## src/pseu_pkg.sv

```systemverilog
// Shared types and constants of the particle store Euler update unit.
// No dependencies.
`default_nettype none
package pseu_pkg;
  localparam logic OP_SPAWN = 1'b0;
  localparam logic OP_TICK  = 1'b1;

  localparam logic [1:0] KIND_SPAWN = 2'd0;
  localparam logic [1:0] KIND_LIVE  = 2'd1;
  localparam logic [1:0] KIND_NONE  = 2'd2;

  // Stored particle: 32x2 pos, 32x2 vel, rot, spin, life, maxlife, drag, grav, fade, alpha.
  localparam int unsigned PART_W = 32*6 + 24*2 + 16 + 32 + 1 + 8;

  typedef struct packed {
    logic signed [31:0] x;
    logic signed [31:0] y;
    logic signed [31:0] vx;
    logic signed [31:0] vy;
    logic [31:0]        rot;
    logic signed [31:0] spin;
    logic [23:0]        life;
    logic [23:0]        maxlife;
    logic [15:0]        drag;
    logic signed [31:0] grav;
    logic               fade;
    logic [7:0]         alpha;
  } part_t;

  typedef enum logic [3:0] {
    S_IDLE, S_SPAWN, S_RD, S_WAIT, S_MUL1, S_MUL2, S_MUL3, S_DIV, S_WB,
    S_EMPTY, S_OUT_RD, S_OUT_WAIT, S_OUT
  } state_t;

  // Commands from controller to datapath.
  typedef struct packed {
    logic load_in;      // capture request payload
    logic spawn_wr;     // write new particle at live count
    logic cap_part;     // capture read data
    logic mul1;         // drag products
    logic mul2;         // drag result, gravity and rotation products
    logic mul3;         // gravity on vy, rotation update
    logic div_start;    // start alpha division, position products, life update
    logic wb;           // write survivor back
    logic rd_out;       // read entry at output index
    logic out_load_live;
    logic out_load_spawn;
    logic out_load_none;
    logic tick_init;
    logic src_inc;
    logic out_inc;
    logic out_init;
    logic finish_tick;
  } cmd_t;

  typedef struct packed {
    logic opcode;
    logic full;
    logic src_done;
    logic survives;
    logic need_div;
    logic div_done;
    logic out_done;
    logic none_left;
    logic out_busy;
  } stat_t;
endpackage
`default_nettype wire

```

## src/pseu_ctrl.sv

```systemverilog
// Controller state machine sequencing spawn, tick integration and emission.
// Depends on pseu_pkg.
`default_nettype none
module pseu_ctrl
  import pseu_pkg::*;
(
  input  wire logic  clk,
  input  wire logic  rst,
  input  wire logic  in_valid,
  output logic       in_ready,
  input  wire stat_t stat,
  output cmd_t       cmd
);
  state_t state, state_next;

  always_ff @(posedge clk) begin
    if (rst) state <= S_IDLE;
    else     state <= state_next;
  end

  always_comb begin
    state_next = state;
    cmd = '0;
    in_ready = 1'b0;
    unique case (state)
      S_IDLE: begin
        in_ready = !stat.out_busy;
        if (in_valid && !stat.out_busy) begin
          cmd.load_in = 1'b1;
          state_next = S_SPAWN;
        end
      end
      S_SPAWN: begin
        if (stat.opcode == OP_SPAWN) begin
          cmd.out_load_spawn = 1'b1;
          cmd.spawn_wr = !stat.full;
          state_next = S_IDLE;
        end else begin
          cmd.tick_init = 1'b1;
          state_next = S_RD;
        end
      end
      S_RD: begin
        if (stat.src_done) begin
          cmd.finish_tick = 1'b1;
          state_next = S_EMPTY;
        end else begin
          state_next = S_WAIT;
        end
      end
      S_WAIT: begin
        cmd.cap_part = 1'b1;
        cmd.src_inc = 1'b1;
        state_next = S_MUL1;
      end
      S_MUL1: begin cmd.mul1 = 1'b1; state_next = S_MUL2; end
      S_MUL2: begin cmd.mul2 = 1'b1; state_next = S_MUL3; end
      S_MUL3: begin
        cmd.mul3 = 1'b1;
        state_next = stat.survives ? S_DIV : S_RD;
      end
      S_DIV: begin
        cmd.div_start = 1'b1;
        state_next = S_WB;
      end
      S_WB: begin
        if (stat.div_done || !stat.need_div) begin
          cmd.wb = 1'b1;
          state_next = S_RD;
        end
      end
      S_EMPTY: begin
        cmd.out_init = 1'b1;
        if (stat.none_left) begin
          cmd.out_load_none = 1'b1;
          state_next = S_IDLE;
        end else state_next = S_OUT_RD;
      end
      S_OUT_RD: begin
        if (!stat.out_busy) begin
          cmd.rd_out = 1'b1;
          state_next = S_OUT_WAIT;
        end
      end
      S_OUT_WAIT: begin
        cmd.cap_part = 1'b1;
        state_next = S_OUT;
      end
      S_OUT: begin
        cmd.out_load_live = 1'b1;
        cmd.out_inc = 1'b1;
        state_next = S_OUT_RD;
      end
      default: state_next = S_IDLE;
    endcase
    if (state == S_OUT_RD && stat.out_done) begin
      cmd.rd_out = 1'b0;
      state_next = S_IDLE;
    end
  end

  a_wb_only_live: assert property (@(posedge clk) disable iff (rst)
    cmd.wb |-> state == S_WB) else $error("writeback outside WB");
  a_no_double_wr: assert property (@(posedge clk) disable iff (rst)
    !(cmd.wb && cmd.spawn_wr)) else $error("two RAM writes");
  a_accept_idle: assert property (@(posedge clk) disable iff (rst)
    cmd.load_in |=> state == S_SPAWN) else $error("bad accept");
endmodule
`default_nettype wire

```

## config.mk

```make
export PLATFORM = sky130hd
export DESIGN_NAME = pseu_ctrl
export DESIGN_NICKNAME = d
export VERILOG_FILES = /design/src/pseu_pkg.sv /design/src/pseu_ctrl.sv
export SDC_FILE = /design/constraint.sdc
export NUM_CORES = 1
export LEC_CHECK = 0
export ABC_AREA = 0
export BUFFER_PORTS_ARGS = -buffer_cell sky130_fd_sc_hd__buf_2
export CORE_AREA = 10 10 47 49
export DETAILED_ROUTE_END_ITERATION = 10
export DIE_AREA = 0 0 57 59
export PLACE_DENSITY = 0.71
export SKIP_LAST_GASP = 1
export SYNTH_ARGS = -nofsm -noshare
export SYNTH_HDL_FRONTEND = slang
export SYNTH_SLANG_ARGS = --single-unit
```

## constraint.sdc

```tcl
create_clock -name clk -period 1.4 [get_ports clk]
set_clock_uncertainty 0.05 [all_clocks]
set_input_delay 0.21 -clock clk [delete_from_list [all_inputs] [get_ports clk]]
set_output_delay 0.21 -clock clk [all_outputs]
set_load 0.02 [all_outputs]
```

==> impl_metrics.py, run 1 <==
metrics = {
    "setup_path": {
        "crit_type": "register to output pin",
        "crit_fanout": 5,
        "crit_slowest_cell": "dfxtp_4",
        "r2r_cells": 5,
        "worstPathRequired_ns": 1.14,
        "arrival_ns": 1.27,
        "cpPeakStageDelay_ns": 0.36,
        "path_cells": "nand2b_2 > nor4_2 > buf_4",
        "cp-start-kind": "register",
        "cp-end-kind": "output pin",
    },
    "die": {
        "initial_core_util_pct": 35.71,
        "coreArea_um2": 1401,
        "rows": 14,
        "die_x_um": 57,
        "die_area_um2": 3363,
        "io_pins": 30,
        "die_h_um": 59,
    },
    "drt": {
        "routed_wl_um": 2543,
        "num_vias": 791,
        "wire_per_inst_um": 18.16,
        "drc": 0,
        "postRouteAntennaNets": 0,
        "vias_per_cell": 5.650,
        "drt_pass1_iterations": 4,
        "drt-initial-drc-count": 36,
    },
    "layout": {
        "drive_above_1_share_pct": 73.39,
        "area_delta_synth_final_pct": 122.0,
        "multi_input_area_um2": 484.2,
        "fin_util_pct": 79.29,
        "nNetsFinal": 138,
        "largest-register": "state",
        "regArea_um2": 95.09,
        "top_regs": "state: 4 flops",
        "nFillCells": 93,
        "num_antenna_cells": 0,
        "largest_register_ffs": 4,
    },
    "clock_tree": {
        "h-tree-depth": 1,
        "clock_sinks": 4,
        "cts_max_path_buffers": 2,
        "cts_buffers": 3,
        "cts_root_buf": "clkbuf_4",
        "clkTransAtPathRegs_ns": 0.04,
        "clk_latency_ns": 0.24,
        "cts_tree": "done",
        "ctsHoldBuffers": 0,
    },
    "yosys": {
        "synth_cell_type_count": 28,
        "synth_nets": 84,
        "syn_area_per_cell_um2": 6.951,
        "synth_top_area_share_pct": 16.00,
        "syn_inst": 72,
        "yosysTopAreaCell": "dfxtp_1",
        "synth.cell_area_um2": 500.5,
        "async_flop_share_pct": 0,
        "synthTopCellsByArea": "dfxtp_1 (16%), nor2_1 (7.5%), nand2_1 (6.8%)",
        "synth-seq-area-share_pct": 16.00,
        "yosys_warnings": 0,
        "synth-seq-cells": 4,
        "yosys_most_used_dff": "dfxtp_1",
        "synth_edf_count": 0,
    },
    "min_path": {
        "hp-class": "input port to register",
        "hold_depth": 4,
    },
    "sta": {
        "fin_crit_ns": 1.527,
        "slew_viol_final": 0,
        "setup_tns_ns": -1.070,
        "setup_violations": 17,
        "worst_slack_ns": -0.1273,
        "slew_headroom_pct": 81.31,
        "hold_viol_final": 0,
        "finalCritPeriodShare_pct": 109.1,
        "max_freq_mhz": 654.7,
        "rsz0062_at_grt": "yes",
        "worstMarginPinSlew_ns": 0.2799,
    },
    "power_and_ir_drop": {
        "power.leakage_nw": 0.5077,
        "ir_drop_v": 0.0004138,
        "powerDensity_nw_per_um2": 462.4,
        "totalPowerFinal_mw": 0.5138,
    },
    "status": {
        "violations": "setup timing",
        "run_status": "complete, but fails checks",
    },
    "placement": {
        "port-buffer-count": 29,
        "gp_congestion": 0.8269,
        "hpwl_um": 1445,
    },
    "global_route": {
        "grt_pass1_wl_um": 3539,
        "track_usage_pct": 12.59,
        "grt_overflow": 0,
        "antenna_found_initial": 0,
        "grt_max_degree": 9,
        "grt_pass1_vias": 776,
    },
    "run": {
        "max-cap-violations": 0,
    },
}
[synthesized netlist by cell type, types with 3 or more instances]
cell type and n:
a21oi_1 3, and3_1 4, buf_6 3, dfxtp_1 4, inv_1 5, nand2_1 9, nor2_1 10, nor2b_1 5
nor3_1 3, o21ai_0 3
[cell families after synthesis]
family	Yosys count	synth area share, %
and+or+nand+nor	39	41.00
AOI/OAI and AO/OA	16	25.75
buffers and inverters	12	15.00
DFF	4	16.00
muxes	1	2.250
[final timing paths]
kind / startpoint / end / slack, ns
min: rst / state[0] / 0.25
max reg2reg: state[0] / state[1] / -0.11
max: state[1] / cmd[9] / -0.13
min reg2reg: state[2] / state[2] / 0.52
[metrics by stage]
stage	instance area, µm²	hold slack, ns	worst slack (ns)	instances
6_report	1111	0.2547	-0.1273	140
5_1_grt	1111	0.2625	-0.1945	140
4_1_cts	1006	0.2112	-0.08649	136
3_5_place_dp	757.0	0.4712	-0.03895	126
3_3_place_gp	757.0	0.4655	-0.02094	126
2_1_floorplan	529.3	0.3238	-0.1024	72
[routing by layer]
metal | vias up | part of all wire, % | GRT usage [%]
met5 | - | 0 | 0
met4 | 0 | 2.7 | 4.362
met3 | 10 | 6.7 | 3.433
met2 | 40 | 51 | 23.57
met1 | 383 | 40 | 13.10
li1 | 358 | - | -
[final cells by class]
class	instances	area share [%]
well taps	16	1.802
clock buffers	3	2.027
flip-flops and latches	4	8.559
multi-input cells	56	43.58
inverters	5	2.140
repair buffers	56	41.89
[critical path, delay by kind of cell (launching register included)]
kind / cells / cell delay [ns]
flops: 1 / 0.36
buf+inv: 1 / 0.18
simple gates: 2 / 0.48
[cell usage in the layout, fill, tap and decap left out, drive strengths merged]
cell	n
nand3b	1
a41o	1
nor3	3
nand2b	2
mux2	1
o221ai	1
and3	4
clkbuf	3
a2111oi	1
buf	56
nor2	11
a41oi	1
a31oi	2
inv	5
o211ai	1
dfxtp	4
a21oi	3
nand3	1
nand2	9
a22oi	1
o21a	1
a21boi	1
nor4	3
nor2b	5
o21ai	3
[repair_timing]
action | in CTS | in global routing
buffers inserted | 7 | 4
endpoints found under the setup margin | 21 | 21
pin swaps | 12 | 10
resized for setup | 58 | 17
[where the power goes]
| part | internal [mW] | switching [mW] | leakage (nW) |
|---|---|---|---|
| sequential | 0.115 | 0.0143 | 0.0355 |
| combinational | 0.121 | 0.117 | 0.458 |
| clock | 0.0961 | 0.0509 | 0.0138 |
(Power assumes the default switching activity.)
==> run 2, diff against run 1 <==
- clock period: 1.4 -> 1.6 ns (I/O delays scaled with it)
==> impl_metrics.py, run 2 (synthesis gave the netlist of run 1 again) <==
metrics = {
    "drt": {
        "postRouteAntennaNets": 0,
        "routed_wl_um": 1759,
        "highest_layer": "met4",
        "wire_per_inst_um": 14.42,
        "vias_per_cell": 5.246,
        "wl_met3_um": 131,
        "drt_pass1_iterations": 4,
        "drc": 0,
        "wl_met1_um": 817,
        "drt-initial-drc-count": 17,
        "num_vias": 640,
        "met2_length_um": 759,
    },
    "placement": {
        "dp.cells": 116,
        "port-buffer-count": 29,
        "gp_congestion": 0.9741,
        "hpwl_um": 1295,
        "dpl_cell_area_um2": 670.6,
        "place_ws_ns": 0.005606,
    },
    "die": {
        "die_h_um": 59,
        "die_area_um2": 3363,
        "rows": 14,
        "die_x_um": 57,
        "initial_core_util_pct": 35.71,
        "coreArea_um2": 1401,
        "io_pins": 30,
    },
    "power_and_ir_drop": {
        "power.leakage_nw": 0.3948,
        "totalPowerFinal_mw": 0.3701,
        "powerDensity_nw_per_um2": 484.2,
        "ir_drop_v": 0.0002409,
    },
    "status": {
        "run_status": "finished, final reports clean",
    },
    "sta": {
        "worstMarginPinSlew_ns": 0.2690,
        "slew_headroom_pct": 82.03,
        "finalCritPeriodShare_pct": 97.68,
        "hold_viol_final": 0,
        "worst_slack_ns": 0.03705,
        "setup_violations": 0,
        "fin_crit_ns": 1.563,
        "slew_viol_final": 0,
        "rsz0062_at_grt": "yes",
        "max_freq_mhz": 639.8,
    },
    "clock_tree": {
        "cts_max_path_buffers": 2,
        "cts_tree": "done",
        "clkTransAtPathRegs_ns": 0.04,
        "cts_buffers": 3,
        "cts_root_buf": "clkbuf_4",
        "clk_latency_ns": 0.25,
        "h-tree-depth": 1,
        "clock_sinks": 4,
    },
    "setup_path": {
        "cp-end-kind": "output pin",
        "crit_fanout": 6,
        "path_cells": "buf_4 > nor2_2 > nand2_1 > nor2_1 > buf_2",
        "cp-start-kind": "register",
        "crit_type": "register to output pin",
        "cpPeakStageDelay_ns": 0.37,
        "worstPathRequired_ns": 1.31,
        "arrival_ns": 1.27,
        "crit_slowest_cell": "dfxtp_4",
    },
    "layout": {
        "final_area_um2": 764.5,
        "layout_common_cells": "buf_2 (26), buf_4 (12), nand2_1 (9)",
        "fin_cells": 122,
        "largest_register_ffs": 4,
        "fin_util_pct": 54.55,
        "num_antenna_cells": 0,
        "area_delta_synth_final_pct": 52.75,
        "largest-register": "state",
        "layout_commonest_cell": "buf_2",
        "top_regs": "state: 4 flops",
        "drive_above_1_share_pct": 54.72,
        "nNetsFinal": 120,
    },
    "min_path": {
        "hp-class": "input port to register",
    },
    "global_route": {
        "grt_pass1_wl_um": 3036,
        "grt_max_degree": 10,
        "antenna_found_initial": 0,
        "grt_pass1_vias": 709,
        "grt_overflow": 0,
        "track_usage_pct": 11.01,
    },
    "run": {
        "max-cap-violations": 0,
    },
}
run 2: final timing paths:
check	start	to	slack [ns]	depth (start not counted)
worst max-delay path	state[2]	cmd[3]	0.04	5
worst min-delay path	rst	state[3]	0.22	3
worst max register to register	state[1]	state[0]	0.13	5
worst min register to register	state[2]	state[2]	0.53	2
run 2: through the flow:
stage	hold WS [ns]	TNS (ns)
finish	0.2158	0
global route	0.2490	-0.1386
CTS	0.2154	0
detailed placement	0.4739	0
global placement	0.4715	0
floorplan	0.3538	0
run 2: layout make-up:
| type | count | area [µm²] |
|---|---|---|
| Multi-Input combinational cell | 56 | 387.9 |
| Fill cell | 152 | 636.9 |
| Timing Repair Buffer | 38 | 220.2 |
| Inverter | 5 | 18.77 |
| Clock buffer | 3 | 22.52 |
| Tap cell | 16 | 20.02 |
| Sequential cell | 4 | 95.09 |
run 2: worst max-delay path: cells and delay by family, from the launching register on:
| kind | cells | cell delay, ns |
|---|---|---|
| buffers and inverters | 2 | 0.32 |
| DFF | 1 | 0.37 |
| and+or+nand+nor | 3 | 0.34 |
run 2: power breakdown:
| group | internal, mW | switching [mW] | leakage (nW) |
|---|---|---|---|
| clock | 0.0843 | 0.0473 | 0.0138 |
| sequential | 0.100 | 0.00999 | 0.0355 |
| combinational | 0.0562 | 0.0720 | 0.346 |
| total | 0.241 | 0.129 | 0.395 |
run 2: repair_timing:
action                                  CTS  global route
hold buffers                              0             0
setup buffers                             3             0
hold endpoints to repair                  0             0
endpoints found under the setup margin   19            12
resized for setup                        11             7
run 2: metal layers:
| layer | global-route usage [%] | up-vias |
|---|---|---|
| li1 | - | 324 |
| met1 | 12.32 | 277 |
| met3 | 3.219 | 5 |
| met4 | 9.060 | 0 |
| met5 | 0 | - |
| met2 | 16.90 | 34 |
==> run 3, diff against run 2 <==
- CELL_PAD_IN_SITES_DETAIL_PLACEMENT: not set -> 2
- CELL_PAD_IN_SITES_GLOBAL_PLACEMENT: not set -> 2
- CORE_AREA: 10 10 47 49 -> not set
- CORE_ASPECT_RATIO: not set -> 0.8
- CORE_MARGIN: not set -> 10
- CORE_UTILIZATION: not set -> 20
- DIE_AREA: 0 0 57 59 -> not set
- PLACE_DENSITY: 0.71 -> not set
- PLACE_DENSITY_LB_ADDON: not set -> 0.1
==> impl_metrics.py, run 3 (synthesis gave the netlist of run 1 again) <==
metrics = {
    "drt": {
        "vias_per_cell": 4.642,
        "drt_pass1_iterations": 4,
        "drc": 0,
        "num_vias": 701,
        "routed_wl_um": 2368,
        "drt-initial-drc-count": 19,
        "wire_per_inst_um": 15.68,
        "postRouteAntennaNets": 0,
    },
    "placement": {
        "port-buffer-count": 29,
        "place_ws_ns": 0.04359,
        "dpl_cell_area_um2": 725.7,
        "hpwl_um": 1869,
        "gp_congestion": 0.7436,
    },
    "sta": {
        "holdWs_ns": 0.2615,
        "rsz0062_at_grt": "yes",
        "worstMarginPinSlew_ns": 0.2732,
        "setup_violations": 0,
        "hold_viol_final": 0,
        "setup_tns_ns": 0,
        "fin_crit_ns": 1.550,
        "slew_viol_final": 0,
        "finalCritPeriodShare_pct": 96.88,
        "max_freq_mhz": 645.2,
        "worst_slack_ns": 0.04997,
        "slew_headroom_pct": 81.75,
    },
    "global_route": {
        "grt_overflow": 0,
        "grt_use_met2_pct": 14.94,
        "grt_max_degree": 16,
        "use_met3_pct": 1.791,
        "grt_pass1_wl_um": 3456,
        "grt_pass1_vias": 733,
        "antenna_found_initial": 0,
        "gr-max-usage-layer": "met2",
        "use_met1_pct": 10.01,
        "track_usage_pct": 8.470,
    },
    "clock_tree": {
        "cts_buffers": 3,
        "clk_latency_ns": 0.23,
        "cts_tree": "done",
        "clkTransAtPathRegs_ns": 0.04,
        "cts_root_buf": "clkbuf_4",
        "cts_max_path_buffers": 2,
        "h-tree-depth": 1,
        "clock_sinks": 4,
    },
    "power_and_ir_drop": {
        "power.leakage_nw": 0.4334,
        "powerDensity_nw_per_um2": 433.1,
        "ir_drop_v": 0.0001486,
    },
    "min_path": {
        "hp-class": "input port to register",
        "min-delay-start": "rst",
    },
    "die": {
        "rows": 16,
        "io_pins": 30,
        "die_x_um": 75.93,
        "initial_core_util_pct": 20.66,
        "coreArea_um2": 2422,
        "die_h_um": 64.74,
        "die_area_um2": 4916,
    },
    "layout": {
        "layout_commonest_cell": "buf_4",
        "nNetsFinal": 129,
        "num_antenna_cells": 0,
        "largest_register_ffs": 4,
        "area_delta_synth_final_pct": 74.50,
        "fin_util_pct": 36.05,
        "final_area_um2": 873.3,
        "largest-register": "state",
        "top_regs": "state: 4 flops",
        "layout_common_cells": "buf_4 (24), buf_2 (22), nor2_1 (7)",
        "drive_above_1_share_pct": 60.87,
    },
    "setup_path": {
        "r2r_start": "state[0]",
        "crit_start": "state[0]",
        "worstPathRequired_ns": 1.31,
        "crit_fanout": 6,
        "crit_type": "register to output pin",
        "cp-start-kind": "register",
        "cp-end-kind": "output pin",
        "arrival_ns": 1.26,
    },
    "status": {
        "run_status": "finished, final reports clean",
    },
    "run": {
        "max-cap-violations": 0,
    },
}
==> run 3: final cells by class <==
class,instances,area (µm²)
Tap cell,36,45.04
Sequential cell,4,95.09
Timing Repair Buffer,47,301.5
Inverter,5,21.27
Multi-Input combinational cell,56,387.9
Clock buffer,3,22.52
Fill cell,280,1549
==> run 3: worst max-delay path: stages, from the launching register on <==
cell and delay [ns]:
dfxtp_4 0.39, inv_1 0.08, nor2_2 0.16, nand2_1 0.14
nor2_1 0.11, buf_4 0.15
==> run 3: final timing paths <==
kind | depth (start not counted) | slack [ns] | end
hold / removal | 4 | 0.26 | state[1]
hold reg to reg | 2 | 0.57 | state[0]
setup reg to reg | 5 | 0.22 | state[3]
setup / recovery | 5 | 0.05 | cmd[3]
==> run 3: per-layer routing <==
| layer | routed length, µm | vias up | part of all wire [%] |
|---|---|---|---|
| met4 | 0 | 0 | 0 |
| met2 | 1207 | 22 | 51 |
| met3 | 88 | 0 | 3.7 |
| met1 | 1073 | 338 | 45 |
| met5 | 0 | - | 0 |
| li1 | - | 341 | - |
==> run 3: power breakdown <==
| part | leakage, nW | internal [mW] | switching, mW |
|---|---|---|---|
| clock network | 0.0138 | 0.0837 | 0.0374 |
| logic | 0.384 | 0.0663 | 0.0799 |
| registers | 0.0355 | 0.100 | 0.0106 |
==> run 3: through the flow <==
step	std cells	power (mW)
after CTS	143	0.3703
final	151	0.3783
after global placement	140	0.2438
after detailed placement	140	0.2455
after floorplan	72	0.1885
after global routing	151	0.4138
==> run 3: what timing repair did <==
item,4_1_cts,5_1_grt
setup buffers,0,8
hold buffers,0,0
pin swaps,0,2
resized for setup,4,22
setup endpoints to repair,17,16
